===== config.mk =====
export PLATFORM = sky130hd
export DESIGN_NAME = period_tachometer_bar_display_unit
export DESIGN_NICKNAME = d
export VERILOG_FILES = /design/src/sv/ptbd_pkg.sv /design/src/sv/period_tachometer_bar_display_unit.sv
export SDC_FILE = /design/constraint.sdc
export NUM_CORES = 1
export LEC_CHECK = 0
export BUFFER_PORTS_ARGS = -buffer_cell sky130_fd_sc_hd__buf_2
export CAP_MARGIN = 20
export CORE_MARGIN = 5
export CORE_UTILIZATION = 46
export DETAILED_ROUTE_END_ITERATION = 6
export GPL_TIMING_DRIVEN = 0
export PLACE_DENSITY_LB_ADDON = 0.2
export SYNTH_ARGS = -nofsm -noshare
export SYNTH_HDL_FRONTEND = slang
export SYNTH_SLANG_ARGS = --single-unit

===== constraint.sdc =====
create_clock -name clk -period 10.4 [get_ports clk]
set_input_delay 2.08 -clock clk [delete_from_list [all_inputs] [get_ports clk]]
set_output_delay 2.08 -clock clk [all_outputs]
set_load 0.03 [all_outputs]

===== src/sv/ptbd_pkg.sv =====
// Package for the period tachometer with LED bar display.
// Holds payload structs, FSM state type, register codes and reset values.
// No dependencies.
`default_nettype none

package ptbd_pkg;

	localparam logic [31:0] SPEED_CONSTANT_RST = 32'd794492;
	localparam logic [15:0] BAR_OFFSET_RST     = 16'd57;
	localparam logic [7:0]  BAR_STEP_RST       = 8'd7;
	localparam logic [3:0]  MAX_LEVEL          = 4'd8;

	// configuration register indexes
	localparam logic [1:0] CFG_SPEED_CONSTANT = 2'd0;
	localparam logic [1:0] CFG_BAR_OFFSET     = 2'd1;
	localparam logic [1:0] CFG_BAR_STEP       = 2'd2;

	// request kinds
	localparam logic REQ_EDGE = 1'b0;
	localparam logic REQ_TICK = 1'b1;

	typedef struct packed {
		logic        req_type;
		logic [31:0] capture_time;
	} req_t;

	typedef struct packed {
		logic [31:0] speed;
		logic [7:0]  led_pattern;
		logic        led_updated;
	} rsp_t;

	typedef enum logic [2:0] {
		ST_IDLE,
		ST_DIV,
		ST_PREP,
		ST_LEVEL,
		ST_EMIT
	} state_t;

	// level 0..8 to bar; level 0 still lights the first LED
	function automatic logic [7:0] level_pattern(input logic [3:0] level);
		logic [7:0] pat;
		case (level) inside
			4'd0, 4'd1: pat = 8'h01;
			4'd2:       pat = 8'h03;
			4'd3:       pat = 8'h07;
			4'd4:       pat = 8'h0F;
			4'd5:       pat = 8'h1F;
			4'd6:       pat = 8'h3F;
			4'd7:       pat = 8'h7F;
			default:    pat = 8'hFF;
		endcase
		return pat;
	endfunction

endpackage

`default_nettype wire


===== src/sv/period_tachometer_bar_display_unit.sv =====
// Period tachometer with eight-LED bar display, top level.
// Depends on ptbd_pkg.
//
//   channel   direction   handshake            payload
//   req       in          req_valid/req_stall  ptbd_pkg::req_t
//   rsp       out         rsp_valid/rsp_stall  ptbd_pkg::rsp_t
//   cfg       in          cfg_valid/cfg_ready  cfg_index, cfg_data
//
// Edge item: taken while idle, no result.
// Tick item: restoring divider, one quotient bit per cycle, then a setup
//   state, then the bar level by repeated subtraction, then the result
//   load in ST_EMIT, which waits while the output register is held. A tick
//   with no edge skips divider and level; a zero period skips the divider.
// Reset (arst_n low) restores config defaults, clears FSM and tachometer state.
// A result held by rsp_stall blocks the next tick's load; requests stall while
//   it waits. Edges and the next tick's division go ahead before that.
`default_nettype none

module period_tachometer_bar_display_unit (
	input  wire logic           clk,
	input  wire logic           arst_n,
	input  wire logic           req_valid,
	output logic                req_stall,
	input  wire ptbd_pkg::req_t req,
	output logic                rsp_valid,
	input  wire logic           rsp_stall,
	output ptbd_pkg::rsp_t      rsp,
	input  wire logic           cfg_valid,
	output logic                cfg_ready,
	input  wire logic [1:0]     cfg_index,
	input  wire logic [31:0]    cfg_data
);

	// configuration
	logic [31:0] speed_constant_q;
	logic [15:0] bar_offset_q;
	logic [7:0]  bar_step_q;

	// tachometer state
	logic [31:0] last_capture_q;
	logic [31:0] edge_period_q;
	logic        edge_seen_q;
	logic [7:0]  bar_pattern_q;

	// divider: quot_q starts as the dividend and fills with quotient bits
	logic [31:0] quot_q;
	logic [31:0] rem_q;
	logic [4:0]  bit_cnt_q;

	// level search
	logic [31:0] speed_q;
	logic [15:0] diff_q;
	logic [3:0]  level_q;
	logic        updated_q;

	// output register
	ptbd_pkg::rsp_t rsp_q;
	logic           rsp_valid_q;

	ptbd_pkg::state_t state_q, state_d;

	logic        req_take;
	logic        rsp_take;
	logic        rsp_load;
	logic        level_stop;
	logic [32:0] rem_shift;
	logic [32:0] rem_sub;
	logic        div_ge;
	logic        speed_in_range;

	assign req_take  = req_valid && !req_stall;
	assign rsp_take  = rsp_valid_q && !rsp_stall;
	assign cfg_ready = 1'b1;

	// one restoring step: shift in the next dividend bit, subtract if it fits
	assign rem_shift = {rem_q, quot_q[31]};
	assign rem_sub   = rem_shift - {1'b0, edge_period_q};
	assign div_ge    = !rem_sub[32];

	// speed at or below the offset; otherwise level is zero
	assign speed_in_range = (quot_q[31:16] == 16'd0) && (quot_q[15:0] <= bar_offset_q);

	// level search ends at the clamp, when the step no longer fits, or on a zero step
	assign level_stop = (level_q == ptbd_pkg::MAX_LEVEL) || (diff_q < {8'd0, bar_step_q})
		|| (bar_step_q == 8'd0);

	always_ff @(posedge clk or negedge arst_n) begin
		if (!arst_n) begin
			state_q <= ptbd_pkg::ST_IDLE;
		end else begin
			state_q <= state_d;
		end
	end

	always_comb begin
		state_d   = state_q;
		req_stall = 1'b1;
		rsp_load  = 1'b0;
		unique case (state_q)
			ptbd_pkg::ST_IDLE: begin
				req_stall = 1'b0;
				if (req_valid && req.req_type == ptbd_pkg::REQ_TICK) begin
					if (!edge_seen_q) begin
						state_d = ptbd_pkg::ST_EMIT;
					end else if (edge_period_q == 32'd0) begin
						state_d = ptbd_pkg::ST_PREP;
					end else begin
						state_d = ptbd_pkg::ST_DIV;
					end
				end
			end
			ptbd_pkg::ST_DIV: begin
				if (bit_cnt_q == 5'd0) begin
					state_d = ptbd_pkg::ST_PREP;
				end
			end
			ptbd_pkg::ST_PREP: begin
				state_d = ptbd_pkg::ST_LEVEL;
			end
			ptbd_pkg::ST_LEVEL: begin
				if (level_stop) begin
					state_d = ptbd_pkg::ST_EMIT;
				end
			end
			ptbd_pkg::ST_EMIT: begin
				// output register free, or being emptied this cycle
				if (!rsp_valid_q || !rsp_stall) begin
					rsp_load = 1'b1;
					state_d  = ptbd_pkg::ST_IDLE;
				end
			end
			default: begin
				state_d = ptbd_pkg::ST_IDLE;
			end
		endcase
	end

	// configuration writes
	always_ff @(posedge clk or negedge arst_n) begin
		if (!arst_n) begin
			speed_constant_q <= ptbd_pkg::SPEED_CONSTANT_RST;
			bar_offset_q     <= ptbd_pkg::BAR_OFFSET_RST;
			bar_step_q       <= ptbd_pkg::BAR_STEP_RST;
		end else if (cfg_valid && cfg_ready) begin
			unique case (cfg_index)
				ptbd_pkg::CFG_SPEED_CONSTANT: speed_constant_q <= cfg_data;
				ptbd_pkg::CFG_BAR_OFFSET:     bar_offset_q     <= cfg_data[15:0];
				ptbd_pkg::CFG_BAR_STEP:       bar_step_q       <= cfg_data[7:0];
				default: begin
				end
			endcase
		end
	end

	// tachometer state: edges record the period, a tick with no edge clears it, ticks after an edge update the bar
	always_ff @(posedge clk or negedge arst_n) begin
		if (!arst_n) begin
			last_capture_q <= 32'd0;
			edge_period_q  <= 32'd0;
			edge_seen_q    <= 1'b0;
			bar_pattern_q  <= 8'd0;
		end else begin
			if (req_take && req.req_type == ptbd_pkg::REQ_EDGE) begin
				edge_period_q  <= req.capture_time - last_capture_q;
				last_capture_q <= req.capture_time;
				edge_seen_q    <= 1'b1;
			end else if (req_take && !edge_seen_q) begin
				edge_period_q <= 32'd0;
			end
			if (state_q == ptbd_pkg::ST_LEVEL && level_stop) begin
				bar_pattern_q <= ptbd_pkg::level_pattern(level_q);
				edge_seen_q   <= 1'b0;
			end
		end
	end

	// divider, level and result datapath, no reset needed
	always_ff @(posedge clk) begin
		unique case (state_q)
			ptbd_pkg::ST_IDLE: begin
				quot_q    <= (edge_period_q == 32'd0) ? 32'd0 : speed_constant_q;
				rem_q     <= 32'd0;
				bit_cnt_q <= 5'd31;
				speed_q   <= 32'd0;
				updated_q <= edge_seen_q;
			end
			ptbd_pkg::ST_DIV: begin
				rem_q     <= div_ge ? rem_sub[31:0] : rem_shift[31:0];
				quot_q    <= {quot_q[30:0], div_ge};
				bit_cnt_q <= bit_cnt_q - 5'd1;
			end
			ptbd_pkg::ST_PREP: begin
				speed_q <= quot_q;
				level_q <= 4'd0;
				diff_q  <= speed_in_range ? (bar_offset_q - quot_q[15:0]) : 16'd0;
			end
			ptbd_pkg::ST_LEVEL: begin
				if (!level_stop) begin
					diff_q  <= diff_q - {8'd0, bar_step_q};
					level_q <= level_q + 4'd1;
				end
			end
			ptbd_pkg::ST_EMIT: begin
			end
			default: begin
			end
		endcase
		if (rsp_load) begin
			rsp_q.speed       <= speed_q;
			rsp_q.led_pattern <= bar_pattern_q;
			rsp_q.led_updated <= updated_q;
		end
	end

	always_ff @(posedge clk or negedge arst_n) begin
		if (!arst_n) begin
			rsp_valid_q <= 1'b0;
		end else if (rsp_load) begin
			rsp_valid_q <= 1'b1;
		end else if (rsp_take) begin
			rsp_valid_q <= 1'b0;
		end
	end

	assign rsp_valid = rsp_valid_q;
	assign rsp       = rsp_q;

endmodule

`default_nettype wire


==> flow_summary.toml, run 1 <==
[outcome]
status = "completed"

[clocking]
clockBufferDepth = 3
post_cts_buffers = 0
clockRootBuffer = "clkbuf_16"
cts_buffers = 34
clkSlewWorstSetupHoldPaths_ps = 60
h-tree-depth = 2
ctsHoldBuffers = 0
cts_sinks = 296
cts_tree = "built"
cts-resized-gates = 0
clock_latency_ps = 540

[synth]
async_flop_share = 0.449
yosysSeqAreaShare = 0.517
syn_area_per_cell_um2 = 10.7
ys_top_cells_by_count = "nand2_1 (166), edfxtp_1 (163), inv_1 (120), dfrtp_1 (114), o21ai_0 (113)"
yosysTopAreaCell = "edfxtp_1"
syn_inst = 1485
synth.area.top_cells = "edfxtp_1 (31%), dfrtp_1 (18%), ha_1 (7.2%), mux2_2 (4.4%), nand2_1 (3.9%)"
ys_seq_elements = 296
synth_area_um2 = 15900
synth_edf_count = 163
synth_warnings = 0
ys.flop_type = "edfxtp_1"
synth.distinct_cells = 79
synth_top_area_share = 0.307
synth_most_common_cell = "nand2_1"
syn_nets = 1653

[route]
route.detailed.drc = 0
dr.pass1.iters = 5
avgViaCountPerCell = 5.34
drt_wl_total_mm = 35.5
post_drt_wl_per_cell_um = 16.7
antenna_left = 0
vias = 11300
drtIter0Drc = 569

[die]
rows = 68
initial_utilization = 0.464
boundaryPins = 116
fp.dieH_um = 196
die_area_um2 = 38500
die-width_um = 196
coreArea_um2 = 34400

[critical_path]
critPathCaptureType = "flop"
worst-path-buf-inv = 3
worstSetupPathType = "in -> reg"
slowest_delay_ps = 460
cp.arrival_ps = 4970
cp_common_cell = "o211ai_1"
path_cells = "buf_2 -> inv_1 -> ha_1 -> inv_1 -> fa_1 -> a21oi_1 -> o211ai_1 -> o211ai_1 -> a21oi_2 -> o41ai_4 -> o211ai_1 -> a21o_1 -> a21oi_1 -> or4b_1 -> nand3_1"
cp-start-kind = "input pin"
cp_slowest_cell = "o41ai_4"
worstPathMaxFanout = 4
required_ps = 10800
crit_family = "compound AO/OA/AOI/OAI gates"

[global_route]
grt.overflow.total = 0
grt_max_degree = 92
grt_pass1_wl_mm = 58.3
grt_pass1_vias = 11400
antenna_found_initial = 0
grtUsageTotal = 0.185

[sta]
finalHoldViolations = 0
fin_crit_sh = 0.439
setup_viol = 0
fin_ws_ps = 5830
fmax_mhz = 219
skew_ps = 24.5
maxSlewHeadroom = 0.328
fin_crit_ps = 4570
tightest_slew_ps = 1010
finalSetupTns_ps = 0
rsz0062_at_grt = "false"
final_max_slew_viol_count = 0

[run]
cap_violations = 0

[final_layout]
fin_nets = 1808
area_growth_pct = 15.1
finalInstanceArea_um2 = 18400
antenna_cells = 0
finalNonFillerCells = 2121
drive_gt1_frac = 0.172

[power_and_ir_drop]
ir_worst_vdd_mv = 0.186
p_total_mw = 6.70
cellPowerDensity_nw_per_um2 = 365
p_leak_nw = 7.87

[placed_design]
place_area_um2 = 17200
io_buffers = 114
dp_slack_ps = 5280
hpwl_mm = 26.9
place_congestion = 0.878
dp.cells = 2059

[worst_hold_path]
hp-class = "reg -> reg"
[kinds of logic (layout without fill, tap and decap cells)]
| kind of cell | count (synthesis) | after routing | share of synthesized area |
|---|---|---|---|
| flops | 296 | 296 | 0.517 |
| simple gates | 411 | 411 | 0.122 |
| other cells | 1 | 1 | 0.000235 |
| fa+ha+maj | 96 | 96 | 0.0772 |
| buf+inv | 170 | 351 | 0.0413 |
| xor+xnor | 79 | 79 | 0.0434 |
| mux | 86 | 86 | 0.0589 |
| compound gates | 346 | 346 | 0.139 |
[cells in the final DEF, fill, tap and decap left out, drive strengths merged, types with 17 or more instances in the layout]
| cell | count |
|---|---|
| mux2i | 23 |
| xor2 | 29 |
| nand2 | 166 |
| clkbuf | 80 |
| nor2 | 83 |
| dfstp | 19 |
| edfxtp | 163 |
| o22ai | 31 |
| mux2 | 63 |
| nand2b | 21 |
| o21ai | 119 |
| and3 | 39 |
| buf | 130 |
| nor4 | 17 |
| a21oi | 64 |
| a21o | 27 |
| inv | 122 |
| ha | 92 |
| xnor2 | 50 |
| dfrtp | 114 |
[worst register-to-register path, delay by kind of cell, from the launching register on]
family | cells | cell delay [ps]
buffers and inverters | 2 | 330
and+or+nand+nor | 1 | 70
AOI/OAI and AO/OA | 9 | 2230
adders and majority gates | 2 | 630
DFF | 1 | 500
[path summary, 6_finish.rpt]
path / startpoint / to / slack, ps / cells after the start
hold / removal: speed_q[12]$_SDFFCE_PP0P_ / rsp[21]$_DFFE_PP_ / 420 / 0
setup reg to reg: quot_q[0]$_DFFE_PP_ / diff_q[3]$_DFFE_PP_ / 6380 / 14
max in group asynchronous: arst_n / speed_constant_q[4]$_DFFE_PN1P_ / 8090 / 2
setup / recovery: req[0] / edge_period_q[30]$_DFFE_PN0P_ / 5830 / 15
min in group asynchronous: arst_n / last_capture_q[28]$_DFFE_PN0P_ / 1470 / 1
hold reg to reg: speed_q[12]$_SDFFCE_PP0P_ / rsp[21]$_DFFE_PP_ / 420 / 0
[layout make-up]
cell class              count  area [um2]
clock buffers              41         918
fillers                  3063       16000
clock inverters            21         220
multi-input cells        1019        7060
repair buffers            119         679
well taps                 455         569
plain buffers              50         209
flip-flops and latches    296        8250
inverters                 120         450
[through the flow]
step / hold WS [ps] / util
floorplan: 400 / -
global placement: 403 / 0.497
detailed placement: 405 / 0.501
CTS: 418 / 0.534
global route: 424 / 0.534
finish: 417 / 0.534
[where the power goes]
part           leakage, nW  switching (mW)  internal (mW)
clock                0.549           0.495          0.713
sequential            3.19           0.251           1.89
combinational         4.13            1.98           1.38
[registers in the layout, indices dropped and copies added (netlist names)]
name / cells
level_q: 4
edge_period_q: 32
quot_q: 32
state_q: 3
rsp: 41
speed_q: 32
bar_offset_q: 16
edge_seen_q: 1
bar_pattern_q: 8
rsp_valid: 1
speed_constant_q: 32
rem_q: 32
diff_q: 16
last_capture_q: 32
bit_cnt_q: 5
updated_q: 1
bar_step_q: 8
[per-layer routing]
metal	track usage	wire [um]	up-vias
met4	0.0502	826	0
met5	0	0	-
met3	0.0290	1770	60
met1	0.241	15700	5387
li1	-	-	5648
met2	0.323	17200	224
Note: power is estimated with default switching activity, not from simulation.
==> inputs of run 2 (changes only) <==
- clock period: 10.4 -> 4.4 ns (I/O delays scaled with it)
==> flow_summary.toml, run 2 (same netlist as run 1, synthesis figures left out) <==
[sta]
skew_ps = 21.0
fin_hold_ws_ps = 287
fmax_mhz = 250
final_max_slew_viol_count = 0
rsz0062_at_grt = "false"
finalSetupTns_ps = 0
tightest_slew_ps = 971
maxSlewHeadroom = 0.351
setup_viol = 0
finalHoldViolations = 0
fin_crit_sh = 0.908
fin_crit_ps = 3990

[global_route]
grt_pass1_vias = 11300
antenna_found_initial = 0
grt_max_degree = 92
grt.overflow.total = 0
grt_pass1_wl_mm = 57.2
grtUsageTotal = 0.181

[clocking]
clockRootBuffer = "clkbuf_16"
cts_tree = "built"
clock_latency_ps = 520
cts_buffers = 34
cts-resized-gates = 0
ctsHoldBuffers = 0
clkSlewWorstSetupHoldPaths_ps = 70
cts_sinks = 296
post_cts_buffers = 0
clockBufferDepth = 3
h-tree-depth = 2

[critical_path]
critPathCaptureType = "flop"
worstSetupPathType = "reg -> reg"
r2r_start = "quot_q[0]$_DFFE_PP_"
cp_common_cell = "a21oi_1"
cp_slowest_cell = "o41ai_2"
r2r_end = "diff_q[3]$_DFFE_PP_"
cp-start-kind = "flop"
path_cells = "ha_1 -> inv_1 -> fa_1 -> a21oi_1 -> nor2b_1 -> o31a_1 -> o41ai_2 -> o21ai_1 -> a2bb2oi_1 -> a21oi_1 -> o21a_1 -> o2111ai_2 -> buf_4 -> o22ai_1"
worstPathMaxFanout = 10
reg2reg_depth = 14
required_ps = 4640
worst-path-buf-inv = 2
crit_family = "compound AO/OA/AOI/OAI gates"
cp.depth = 14
ff2ff_setup_slack_ps = 410
slowest_delay_ps = 490
cp.arrival_ps = 4240

[die]
initial_utilization = 0.464
coreArea_um2 = 34400
rows = 68
die-width_um = 196
die_area_um2 = 38500
boundaryPins = 116
fp.dieH_um = 196

[placed_design]
io_buffers = 114
place_congestion = 0.895
hpwl_mm = 26.6

[worst_hold_path]
hp-class = "in -> async"

[final_layout]
fin_nets = 1808
largest_reg_flops = 41
multiInputGateArea_um2 = 7060
layout_common_cells = "nand2_1 (166), edfxtp_1 (163), inv_1 (120), buf_2 (114), dfrtp_1 (114)"
filler_cell_count = 3064
antenna_cells = 0
layout.area.seq_um2 = 8250
final_common_cell = "nand2_1"
area_growth_pct = 15.5
drive_gt1_frac = 0.170
final_core_util = 0.536

[power_and_ir_drop]
cellPowerDensity_nw_per_um2 = 867
ir_worst_vdd_mv = 0.412
p_total_mw = 16.0
p_leak_nw = 7.90

[outcome]
status = "completed"

[route]
post_drt_wl_per_cell_um = 16.5
drt_wl_total_mm = 35.1
vias = 11300
avgViaCountPerCell = 5.30
wl_met3_mm = 1.52
route.met2.wl_mm = 17.0
drt-met1-wl_mm = 15.7
top_layer_used = "met4"
antenna_left = 0
dr.pass1.iters = 5
drtIter0Drc = 516
route.detailed.drc = 0

[run]
cap_violations = 0
## run 2: changes by cell type in the layout (fill, tap and decap cells not counted), sizes merged
cell | previous run | this run
clkinv | 12 | 11
inv | 122 | 120
bufinv | 3 | 7
clkinvlp | 4 | 3
## run 2: power breakdown
part	switching, mW	internal (mW)	total, mW
clock	1.14	1.90	3.03
combinational	4.66	3.24	7.90
sequential	0.581	4.46	5.04
## run 2: metrics by stage
stage,setup WS (ps),cell area [um2],std cells
after floorplan,841,15900,1485
after global placement,-682,17100,2054
after detailed placement,465,17200,2059
after CTS,403,18400,2121
after global routing,195,18400,2121
final,405,18400,2121
## run 2: worst max-delay path by stage
stage | startpoint | to | slack [ps]
4_1_cts | quot_q[0]$_DFFE_PP_ | diff_q[3]$_DFFE_PP_ | 400
2_1_floorplan | state_q[1]$_DFFE_PN0P_ | quot_q[10]$_DFFE_PP_ | 840
3_5_place_dp | quot_q[0]$_DFFE_PP_ | diff_q[3]$_DFFE_PP_ | 470
6_report | quot_q[0]$_DFFE_PP_ | diff_q[3]$_DFFE_PP_ | 410
3_3_place_gp | state_q[1]$_DFFE_PN0P_ | quot_q[14]$_DFFE_PP_ | -680
5_1_grt | quot_q[0]$_DFFE_PP_ | diff_q[14]$_DFFE_PP_ | 200
## run 2: area by class of cell
type,count,share of cell area
Clock buffer,41,0.0493
Buffer,50,0.0113
Sequential cell,296,0.448
Timing Repair Buffer,119,0.0365
Clock inverter,21,0.0167
Multi-Input combinational cell,1019,0.383
Inverter,120,0.0244
Tap cell,455,0.0309
## run 2: routing by layer
| metal | vias to the layer above | global-route usage |
|---|---|---|
| li1 | 5654 | - |
| met4 | 0 | 0.0525 |
| met2 | 221 | 0.313 |
| met1 | 5324 | 0.237 |
| met5 | - | 0 |
| met3 | 51 | 0.0263 |
